[config.mk]
export PLATFORM = sky130hd
export DESIGN_NAME = texture_cube_dimension_sizer
export DESIGN_NICKNAME = d
export VERILOG_FILES = /design/src/rtl/tcds_pkg.sv /design/src/rtl/tcds_cell.sv /design/src/rtl/tcds_shape.sv /design/src/rtl/texture_cube_dimension_sizer.sv
export SDC_FILE = /design/constraint.sdc
export NUM_CORES = 2
export LEC_CHECK = 0
export BUFFER_PORTS_ARGS = -buffer_cell sky130_fd_sc_hd__buf_2
export CAP_MARGIN = 10
export CORE_UTILIZATION = 34
export CTS_CLUSTER_SIZE = 8
export DETAILED_ROUTE_END_ITERATION = 8
export PLACE_DENSITY = 0.52
export SLEW_MARGIN = 10
export SYNTH_ARGS = -nofsm -noshare
export SYNTH_HDL_FRONTEND = slang
export SYNTH_SLANG_ARGS = --single-unit
[constraint.sdc]
create_clock -name clk -period 18.9 [get_ports clk]
set_clock_uncertainty 0.15 [all_clocks]
set_input_delay 0.945 -clock clk [delete_from_list [all_inputs] [get_ports clk]]
set_output_delay 0.945 -clock clk [all_outputs]
set_load 0.03 [all_outputs]
[src/rtl/tcds_pkg.sv]
// Shared types and constants for the texture cube dimension sizer.
// No dependencies; imported by every module of the block.
package tcds_pkg;

    localparam int COUNT_BITS = 32;                    // significant bits of a count
    localparam int NUM_CELLS  = (COUNT_BITS + 2) / 3;  // one root bit per cell
    localparam int PAD_W      = 3 * NUM_CELLS;         // radicand padded to whole digits
    localparam int ROOT_W     = NUM_CELLS;
    localparam int ROOT_SQ_W  = 2 * ROOT_W;
    localparam int REM_W      = 2 * ROOT_W + 5;
    localparam int DIM_W      = 12;
    localparam int PAIR_W     = 2 * DIM_W;
    localparam int PROD_W     = 3 * DIM_W;
    localparam int MODE_W     = 2;

    localparam int MODE_UNIFORM_BIT = 0;
    localparam int MODE_POW2_BIT    = 1;

    // Word handed from cell to cell of the cube root chain.
    typedef struct packed {
        logic [COUNT_BITS-1:0] count;    // count with zero replaced by one
        logic [PAD_W-1:0]      rad;      // digits not yet consumed, top aligned
        logic [REM_W-1:0]      rem;      // radicand prefix minus root cubed
        logic [ROOT_W-1:0]     root;
        logic [ROOT_SQ_W-1:0]  root_sq;
    } root_word_t;

    // Result fields, dim_x in the low bits.
    typedef struct packed {
        logic [DIM_W-1:0] dim_z;
        logic [DIM_W-1:0] dim_y;
        logic [DIM_W-1:0] dim_x;
    } dims_t;

    // Smallest power of two at or above d, for 1 <= d <= 2048.
    function automatic logic [DIM_W-1:0] next_pow2(input logic [DIM_W-1:0] d);
        logic [DIM_W-1:0] p;
        p = DIM_W'(1);
        for (int i = 0; i < DIM_W - 1; i++)
        begin
            if ((DIM_W'(1) << i) < d)
            begin
                p = DIM_W'(1) << (i + 1);
            end
        end
        return p;
    endfunction

endpackage

[src/rtl/tcds_cell.sv]
// One cell of the cube root chain: settles one root bit per word.
// Depends on tcds_pkg.
module tcds_cell (
    input  logic                clk,
    input  logic                rst_n,
    input  logic                in_valid,
    output logic                in_ready,
    input  tcds_pkg::root_word_t in_data,
    output logic                out_valid,
    input  logic                out_ready,
    output tcds_pkg::root_word_t out_data
);
    import tcds_pkg::*;

    logic       valid_reg;
    root_word_t data_reg;
    root_word_t data_next;
    logic [REM_W-1:0] rem_sh;
    logic [REM_W-1:0] trial;

    // Bring down three digits; trial = 12 r^2 + 6 r + 1 = (2r+1)^3 - 8 r^3.
    always_comb
    begin
        rem_sh = {in_data.rem[REM_W-4:0], in_data.rad[PAD_W-1 -: 3]};
        trial  = (REM_W'(in_data.root_sq) << 3) + (REM_W'(in_data.root_sq) << 2)
               + (REM_W'(in_data.root) << 2) + (REM_W'(in_data.root) << 1)
               + REM_W'(1);
        data_next       = in_data;
        data_next.rad   = in_data.rad << 3;
        if (rem_sh >= trial)
        begin
            data_next.rem     = rem_sh - trial;
            data_next.root    = {in_data.root[ROOT_W-2:0], 1'b1};
            data_next.root_sq = (in_data.root_sq << 2)
                              + (ROOT_SQ_W'(in_data.root) << 2) + ROOT_SQ_W'(1);
        end
        else
        begin
            data_next.rem     = rem_sh;
            data_next.root    = {in_data.root[ROOT_W-2:0], 1'b0};
            data_next.root_sq = in_data.root_sq << 2;
        end
    end

    assign in_ready  = !valid_reg || out_ready;
    assign out_valid = valid_reg;
    assign out_data  = data_reg;

    always_ff @(posedge clk or negedge rst_n)
    begin
        if (!rst_n)
        begin
            valid_reg <= 1'b0;
        end
        else if (in_ready)
        begin
            valid_reg <= in_valid;
        end
    end

    always_ff @(posedge clk)
    begin
        if (in_ready && in_valid)
        begin
            data_reg <= data_next;
        end
    end

`ifndef ASSERT_OFF
    a_root_sq: assert property (@(posedge clk) disable iff (!rst_n)
        valid_reg |-> ((ROOT_SQ_W'(data_reg.root) * ROOT_SQ_W'(data_reg.root))
                       == data_reg.root_sq))
        else $error("root_sq out of step with root");
    a_rem_bound: assert property (@(posedge clk) disable iff (!rst_n)
        valid_reg |-> (data_reg.rem <= (REM_W'(data_reg.root_sq) * 3
                                        + REM_W'(data_reg.root) * 3)))
        else $error("remainder exceeds next root step");
    a_empty_ready: assert property (@(posedge clk) disable iff (!rst_n)
        !valid_reg |-> in_ready)
        else $error("empty cell not ready");
`endif

endmodule

[src/rtl/tcds_shape.sv]
// Turns the floor cube root into the three texture dimensions.
// Four stages: base/small select, two multiplies, compare and pick. Depends on tcds_pkg.
module tcds_shape (
    input  logic                          clk,
    input  logic                          rst_n,
    input  logic [tcds_pkg::MODE_W-1:0]   size_mode,
    input  logic                          in_valid,
    output logic                          in_ready,
    input  tcds_pkg::root_word_t          in_data,
    output logic                          out_valid,
    input  logic                          out_ready,
    output tcds_pkg::dims_t               out_dims
);
    import tcds_pkg::*;

    logic v1_reg, v2_reg, v3_reg, v4_reg;
    logic rdy1, rdy2, rdy3, rdy4;

    logic [DIM_W-1:0]      base1_reg, small1_reg;
    logic [COUNT_BITS-1:0] cnt1_reg;
    logic [DIM_W-1:0]      base2_reg, small2_reg;
    logic [COUNT_BITS-1:0] cnt2_reg;
    logic [PAIR_W-1:0]     bs2_reg;
    logic [DIM_W-1:0]      base3_reg, small3_reg;
    logic [COUNT_BITS-1:0] cnt3_reg;
    logic [PROD_W-1:0]     bss3_reg, bbs3_reg;
    dims_t                 dims_reg;

    logic [DIM_W-1:0] ceil_root;
    logic [DIM_W-1:0] base_next;
    logic [DIM_W-1:0] small_next;
    dims_t            dims_next;

    assign rdy4     = !v4_reg || out_ready;
    assign rdy3     = !v3_reg || rdy4;
    assign rdy2     = !v2_reg || rdy3;
    assign rdy1     = !v1_reg || rdy2;
    assign in_ready = rdy1;

    // ceil cbrt(c) = floor cbrt(c - 1) + 1
    always_comb
    begin
        ceil_root = DIM_W'(in_data.root) + DIM_W'(1);
        if (size_mode[MODE_POW2_BIT])
        begin
            base_next  = next_pow2(ceil_root);
            small_next = base_next >> 1;
        end
        else
        begin
            base_next  = ceil_root;
            small_next = ceil_root - DIM_W'(1);
        end
    end

    always_comb
    begin
        dims_next.dim_x = base3_reg;
        if (size_mode[MODE_UNIFORM_BIT])
        begin
            dims_next.dim_y = base3_reg;
            dims_next.dim_z = base3_reg;
        end
        else if (bss3_reg >= PROD_W'(cnt3_reg))
        begin
            dims_next.dim_y = small3_reg;
            dims_next.dim_z = small3_reg;
        end
        else if (bbs3_reg >= PROD_W'(cnt3_reg))
        begin
            dims_next.dim_y = base3_reg;
            dims_next.dim_z = small3_reg;
        end
        else
        begin
            dims_next.dim_y = base3_reg;
            dims_next.dim_z = base3_reg;
        end
    end

    always_ff @(posedge clk or negedge rst_n)
    begin
        if (!rst_n)
        begin
            v1_reg <= 1'b0;
            v2_reg <= 1'b0;
            v3_reg <= 1'b0;
            v4_reg <= 1'b0;
        end
        else
        begin
            if (rdy1) v1_reg <= in_valid;
            if (rdy2) v2_reg <= v1_reg;
            if (rdy3) v3_reg <= v2_reg;
            if (rdy4) v4_reg <= v3_reg;
        end
    end

    always_ff @(posedge clk)
    begin
        if (rdy1 && in_valid)
        begin
            base1_reg  <= base_next;
            small1_reg <= small_next;
            cnt1_reg   <= in_data.count;
        end
        if (rdy2 && v1_reg)
        begin
            base2_reg  <= base1_reg;
            small2_reg <= small1_reg;
            cnt2_reg   <= cnt1_reg;
            bs2_reg    <= PAIR_W'(base1_reg) * PAIR_W'(small1_reg);
        end
        if (rdy3 && v2_reg)
        begin
            base3_reg  <= base2_reg;
            small3_reg <= small2_reg;
            cnt3_reg   <= cnt2_reg;
            bss3_reg   <= PROD_W'(bs2_reg) * PROD_W'(small2_reg);
            bbs3_reg   <= PROD_W'(bs2_reg) * PROD_W'(base2_reg);
        end
        if (rdy4 && v3_reg)
        begin
            dims_reg <= dims_next;
        end
    end

    assign out_valid = v4_reg;
    assign out_dims  = dims_reg;

`ifndef ASSERT_OFF
    a_dim_order: assert property (@(posedge clk) disable iff (!rst_n)
        v4_reg |-> (dims_reg.dim_x >= dims_reg.dim_y && dims_reg.dim_y >= dims_reg.dim_z))
        else $error("dimensions out of order");
    a_dim_nonzero: assert property (@(posedge clk) disable iff (!rst_n)
        v4_reg |-> (dims_reg.dim_z != '0))
        else $error("zero dimension");
    a_small_step: assert property (@(posedge clk) disable iff (!rst_n)
        v1_reg |-> (small1_reg < base1_reg))
        else $error("small dimension not below base");
`endif

endmodule

[src/rtl/texture_cube_dimension_sizer.sv]
// Top level of the texture cube dimension sizer: mode register, cube root chain, shape stages.
// Depends on tcds_pkg, tcds_cell, tcds_shape.
//
//  channel   dir   word                                  accepted when
//  s_*       in    element_count [31:0]                  s_tvalid && s_tready
//  m_*       out   dim_x [11:0] dim_y [23:12] dim_z [35:24]  m_tvalid && m_tready
//  cfg_*     in    size_mode [1:0]                       cfg_wr_en
//
// The chain has 11 cells, one per root bit, followed by four shape stages
// (base select, base*small, two products, compare), the last being the output register.
// A new word is taken every cycle unless an output stall has filled every stage. Every stage
// has its own valid bit and moves when the stage after it is empty or moving, so bubbles fill
// while the output stalls. Reset clears the mode to non-uniform and empties every stage.
module texture_cube_dimension_sizer (
    input  logic                          clk,
    input  logic                          rst_n,
    input  logic                          cfg_wr_en,
    input  logic [tcds_pkg::MODE_W-1:0]   cfg_wr_data,   // size_mode
    input  logic                          s_tvalid,
    output logic                          s_tready,
    input  logic [31:0]                   s_tdata,       // element_count
    output logic                          m_tvalid,
    input  logic                          m_tready,
    output logic [39:0]                   m_tdata        // dim_x, dim_y, dim_z, zero pad
);
    import tcds_pkg::*;

    logic [MODE_W-1:0]     size_mode_reg;
    logic [COUNT_BITS-1:0] count_in;
    logic [COUNT_BITS-1:0] count_fixed;
    root_word_t            entry_word;

    logic       cell_valid [NUM_CELLS+1];
    logic       cell_ready [NUM_CELLS+1];
    root_word_t cell_word  [NUM_CELLS+1];
    dims_t      dims;

    always_ff @(posedge clk or negedge rst_n)
    begin
        if (!rst_n)
        begin
            size_mode_reg <= '0;
        end
        else if (cfg_wr_en)
        begin
            size_mode_reg <= cfg_wr_data;
        end
    end

    // zero counts as one; the chain takes the floor cube root of count - 1
    always_comb
    begin
        count_in    = s_tdata[COUNT_BITS-1:0];
        count_fixed = (count_in == '0) ? COUNT_BITS'(1) : count_in;
        entry_word.count   = count_fixed;
        entry_word.rad     = PAD_W'(count_fixed - COUNT_BITS'(1));
        entry_word.rem     = '0;
        entry_word.root    = '0;
        entry_word.root_sq = '0;
    end

    assign cell_valid[0] = s_tvalid;
    assign cell_word[0]  = entry_word;
    assign s_tready      = cell_ready[0];

    for (genvar i = 0; i < NUM_CELLS; i++)
    begin : g_cell
        tcds_cell u_cell (
            .clk       (clk),
            .rst_n     (rst_n),
            .in_valid  (cell_valid[i]),
            .in_ready  (cell_ready[i]),
            .in_data   (cell_word[i]),
            .out_valid (cell_valid[i+1]),
            .out_ready (cell_ready[i+1]),
            .out_data  (cell_word[i+1])
        );
    end

    tcds_shape u_shape (
        .clk       (clk),
        .rst_n     (rst_n),
        .size_mode (size_mode_reg),
        .in_valid  (cell_valid[NUM_CELLS]),
        .in_ready  (cell_ready[NUM_CELLS]),
        .in_data   (cell_word[NUM_CELLS]),
        .out_valid (m_tvalid),
        .out_ready (m_tready),
        .out_dims  (dims)
    );

    assign m_tdata = {4'b0000, dims};

`ifndef ASSERT_OFF
    a_idle_ready: assert property (@(posedge clk) disable iff (!rst_n)
        !m_tvalid |-> s_tready)
        else $error("input stalled with output empty");
    a_uniform: assert property (@(posedge clk) disable iff (!rst_n)
        (m_tvalid && size_mode_reg[MODE_UNIFORM_BIT]) |->
            (dims.dim_x == dims.dim_y && dims.dim_y == dims.dim_z))
        else $error("uniform mode gave unequal dimensions");
    a_pow2: assert property (@(posedge clk) disable iff (!rst_n)
        (m_tvalid && size_mode_reg[MODE_POW2_BIT]) |-> $onehot(dims.dim_x))
        else $error("power-of-two mode gave a non power of two");
`endif

endmodule

==> reports/metrics.csv <==
metric,value,unit
clk_pin_slew,50,ps
cts.sinks,1240,
cts_resized,0,
synth-xor-area-share,5.74,%
tns,0,ps
cts_tree,yes,
final_hold_viol_count,0,
required,19270,ps
cp_common_cell,ha_1,
crit_arrival,8080,ps
yosysTopAreaCell,edfxtp_1,
ant_nets,0,
ctsHoldBuffers,0,
cts_max_path_buffers,3,
drt_pass1_iterations,6,
place_ws,11210,ps
synth-seq-area-share,43.5,%
grt.total_usage,17.0,%
via_count,54400,
synthAdderAreaFrac,24.9,%
cts_root_buf,clkbuf_16,
cp-end-kind,flop,
grt_max_degree,83,
fin_nets,8984,
synth_top_family_by_area,adder cells,
rows,183,
slowest_stage,nor3_1,
synth_cells,7519,
synth-compound-area-share,8.71,%
crit_type,flop to flop,
core,0.249,sq mm
remaining_drc_errors,0,
ys.flop_type,edfxtp_1,
fillers,24200,
dp_hpwl,163000,um
cp_max_fo,61,
place_inst,10800,
synth_area_leaders,"edfxtp_1 43%, fa_1 14%, ha_1 10%",
grt_antenna_before_repair,6,
multiInputGateArea,0.0441,sq mm
fin_crit_sh,40.8,%
final_cells,11000,
die_area,0.253,sq mm
drt_iter0_markers,3710,
io-pin-count,81,
synth_edf_count,1223,
via_per_inst,4.93,
max_cap_viol_count,0,
synth_mux_area_share,0.884,%
syn_avg_cell_area,11.4,sq um
slew_headroom,12.7,%
post-cts-setup-buffers,0,
finalMaxSlewViolations,0,
fin_ws,11190,ps
min_period,7710,ps
worst_setup_path_start_kind,flop,
synthSimpleGateAreaFrac,11.1,%
place.gp.congestion,0.880,
grt_pass1_vias,56900,
drt_wl_total,212000,um
area.sequential,0.0372,sq mm
hp-class,input pin to asynchronous set/reset pin,
synthArstFlopShare,1.37,%
start_util,34.3,%
ys_types,84,
syn2layout_area_growth,11.1,%
grt_pass1_wl,330000,um
clk_latency,820,ps
overflow,0,
synth_area,0.0854,sq mm
yosysTopAreaCellShare,43.0,%
drive_gt1_share,6.19,%
fp.dieH,503,um
avgRoutedWirePerCell,19.3,um
ys_ff_latch,1240,
worst_slew_pin_slew,1310,ps
port_buffers,76,
numCtsBuffers,179,
rsz0062_at_grt,false,
largest_register_ffs,923,
h-tree-depth,4,
die_w,503,um
finalSetupViolations,0,
yosys_warnings,0,
max_freq,0.130,GHz
status,"finished, final reports clean",
slowest_delay,520,ps
cell families (layout without fill, tap and decap cells):
| kind of cell | Yosys count | count (layout) |
|---|---|---|
| adder cells (fa/ha/maj) | 1332 | 1332 |
| XOR/XNOR | 560 | 560 |
| other | 1 | 7 |
| flip-flops | 1240 | 1240 |
| AND/OR/NAND/NOR | 1981 | 1981 |
| AO/OA/AOI/OAI | 1179 | 1179 |
| multiplexers | 68 | 68 |
| buffers and inverters | 1158 | 1322 |
area by class of cell:
type | instances | area share (%)
diodes | 3 | 0.00791
clock buffers | 223 | 4.93
clock inverters | 31 | 0.561
inverters | 931 | 3.68
multi-input cells | 5124 | 46.4
flip-flops and latches | 1240 | 39.1
well taps | 3330 | 4.39
repair buffers | 137 | 0.883
cell usage in the layout, fill, tap and decap left out, drive strengths merged, types with 32 or more instances in the layout:
cell and n:
a21o 164, a21oi 361, a31oi 38, and2 257, and3 47, buf 137, clkbuf 223, edfxtp 1223
fa 618, ha 714, inv 931, mux2 60, nand2 820, nand2b 69, nand3 97, nand4 65
nor2 287, nor2b 73, nor3 103, nor4 38, o21a 67, o21ai 275, o21bai 63, or2 32
xnor2 343, xor2 217
cells in the mapped netlist, types with 7 or more instances:
cell type	instances
and3_1	47
xnor2_1	343
nand3b_1	15
nor3_1	103
nand2b_1	69
nor2b_1	72
o21a_1	67
o21ai_0	273
o211ai_1	21
inv_1	931
xor2_1	217
nand4_1	64
nor4_1	37
a211oi_1	25
nor3b_1	10
a211o_1	8
o21bai_1	63
mux2i_1	8
edfxtp_1	1223
o31ai_1	22
or4_1	13
o41ai_1	9
and4_1	8
and2_1	256
ha_1	714
a31o_2	9
or2_2	31
o22ai_1	10
a21oi_1	361
o2111ai_1	10
or3_1	31
a21o_1	163
clkbuf_1	211
o41a_1	7
nand2_1	820
a21boi_0	11
a31oi_1	38
nand3_1	97
nor2_1	287
dfrtp_1	17
a221oi_1	7
mux2_2	60
fa_1	618
path summary, 6_finish.rpt:
path                                                from                             end  slack [ps]  cells past startpoint
setup / recovery            g_cell[7].u_cell.out_data[2]   g_cell[8].u_cell.out_data[21]       11190                     29
hold / removal                                     rst_n      g_cell[6].u_cell.out_valid          90                      1
setup reg to reg            g_cell[7].u_cell.out_data[2]   g_cell[8].u_cell.out_data[21]       11190                     29
hold reg to reg            g_cell[2].u_cell.out_data[99]   g_cell[3].u_cell.out_data[99]         220                      0
max in group asynchronous                          rst_n                size_mode_reg[1]       17950                      1
min in group clk                             s_tdata[18]  g_cell[0].u_cell.out_data[111]         190                      1
worst max-delay path: cells and delay by family (launching register included):
kind            cells  cell delay, ps
simple gates       11            2970
compound gates      7            1110
xor+xnor            3             480
flops               1             430
buf+inv             3             420
fa+ha+maj           5            1840
through the flow:
stage                     utilization (%)  area [sq um]  hold WS (ps)
after floorplan                         -         85500           250
after global placement               36.0         89700           251
after detailed placement             36.0         89700           255
after CTS                            38.1         95000          46.9
after global routing                 38.1         95000          70.8
final                                38.1         95000          87.3
layer usage:
layer	GRT usage, %	vias up	wire length (um)
met4	5.76	4	6900
met3	2.67	330	9920
met2	28.7	1204	101000
met1	22.0	26900	93900
met5	0	-	24
li1	-	25900	-
Power is not shown: default switching activity piles up to over one toggle a cycle in this logic, so the estimate is an artifact.
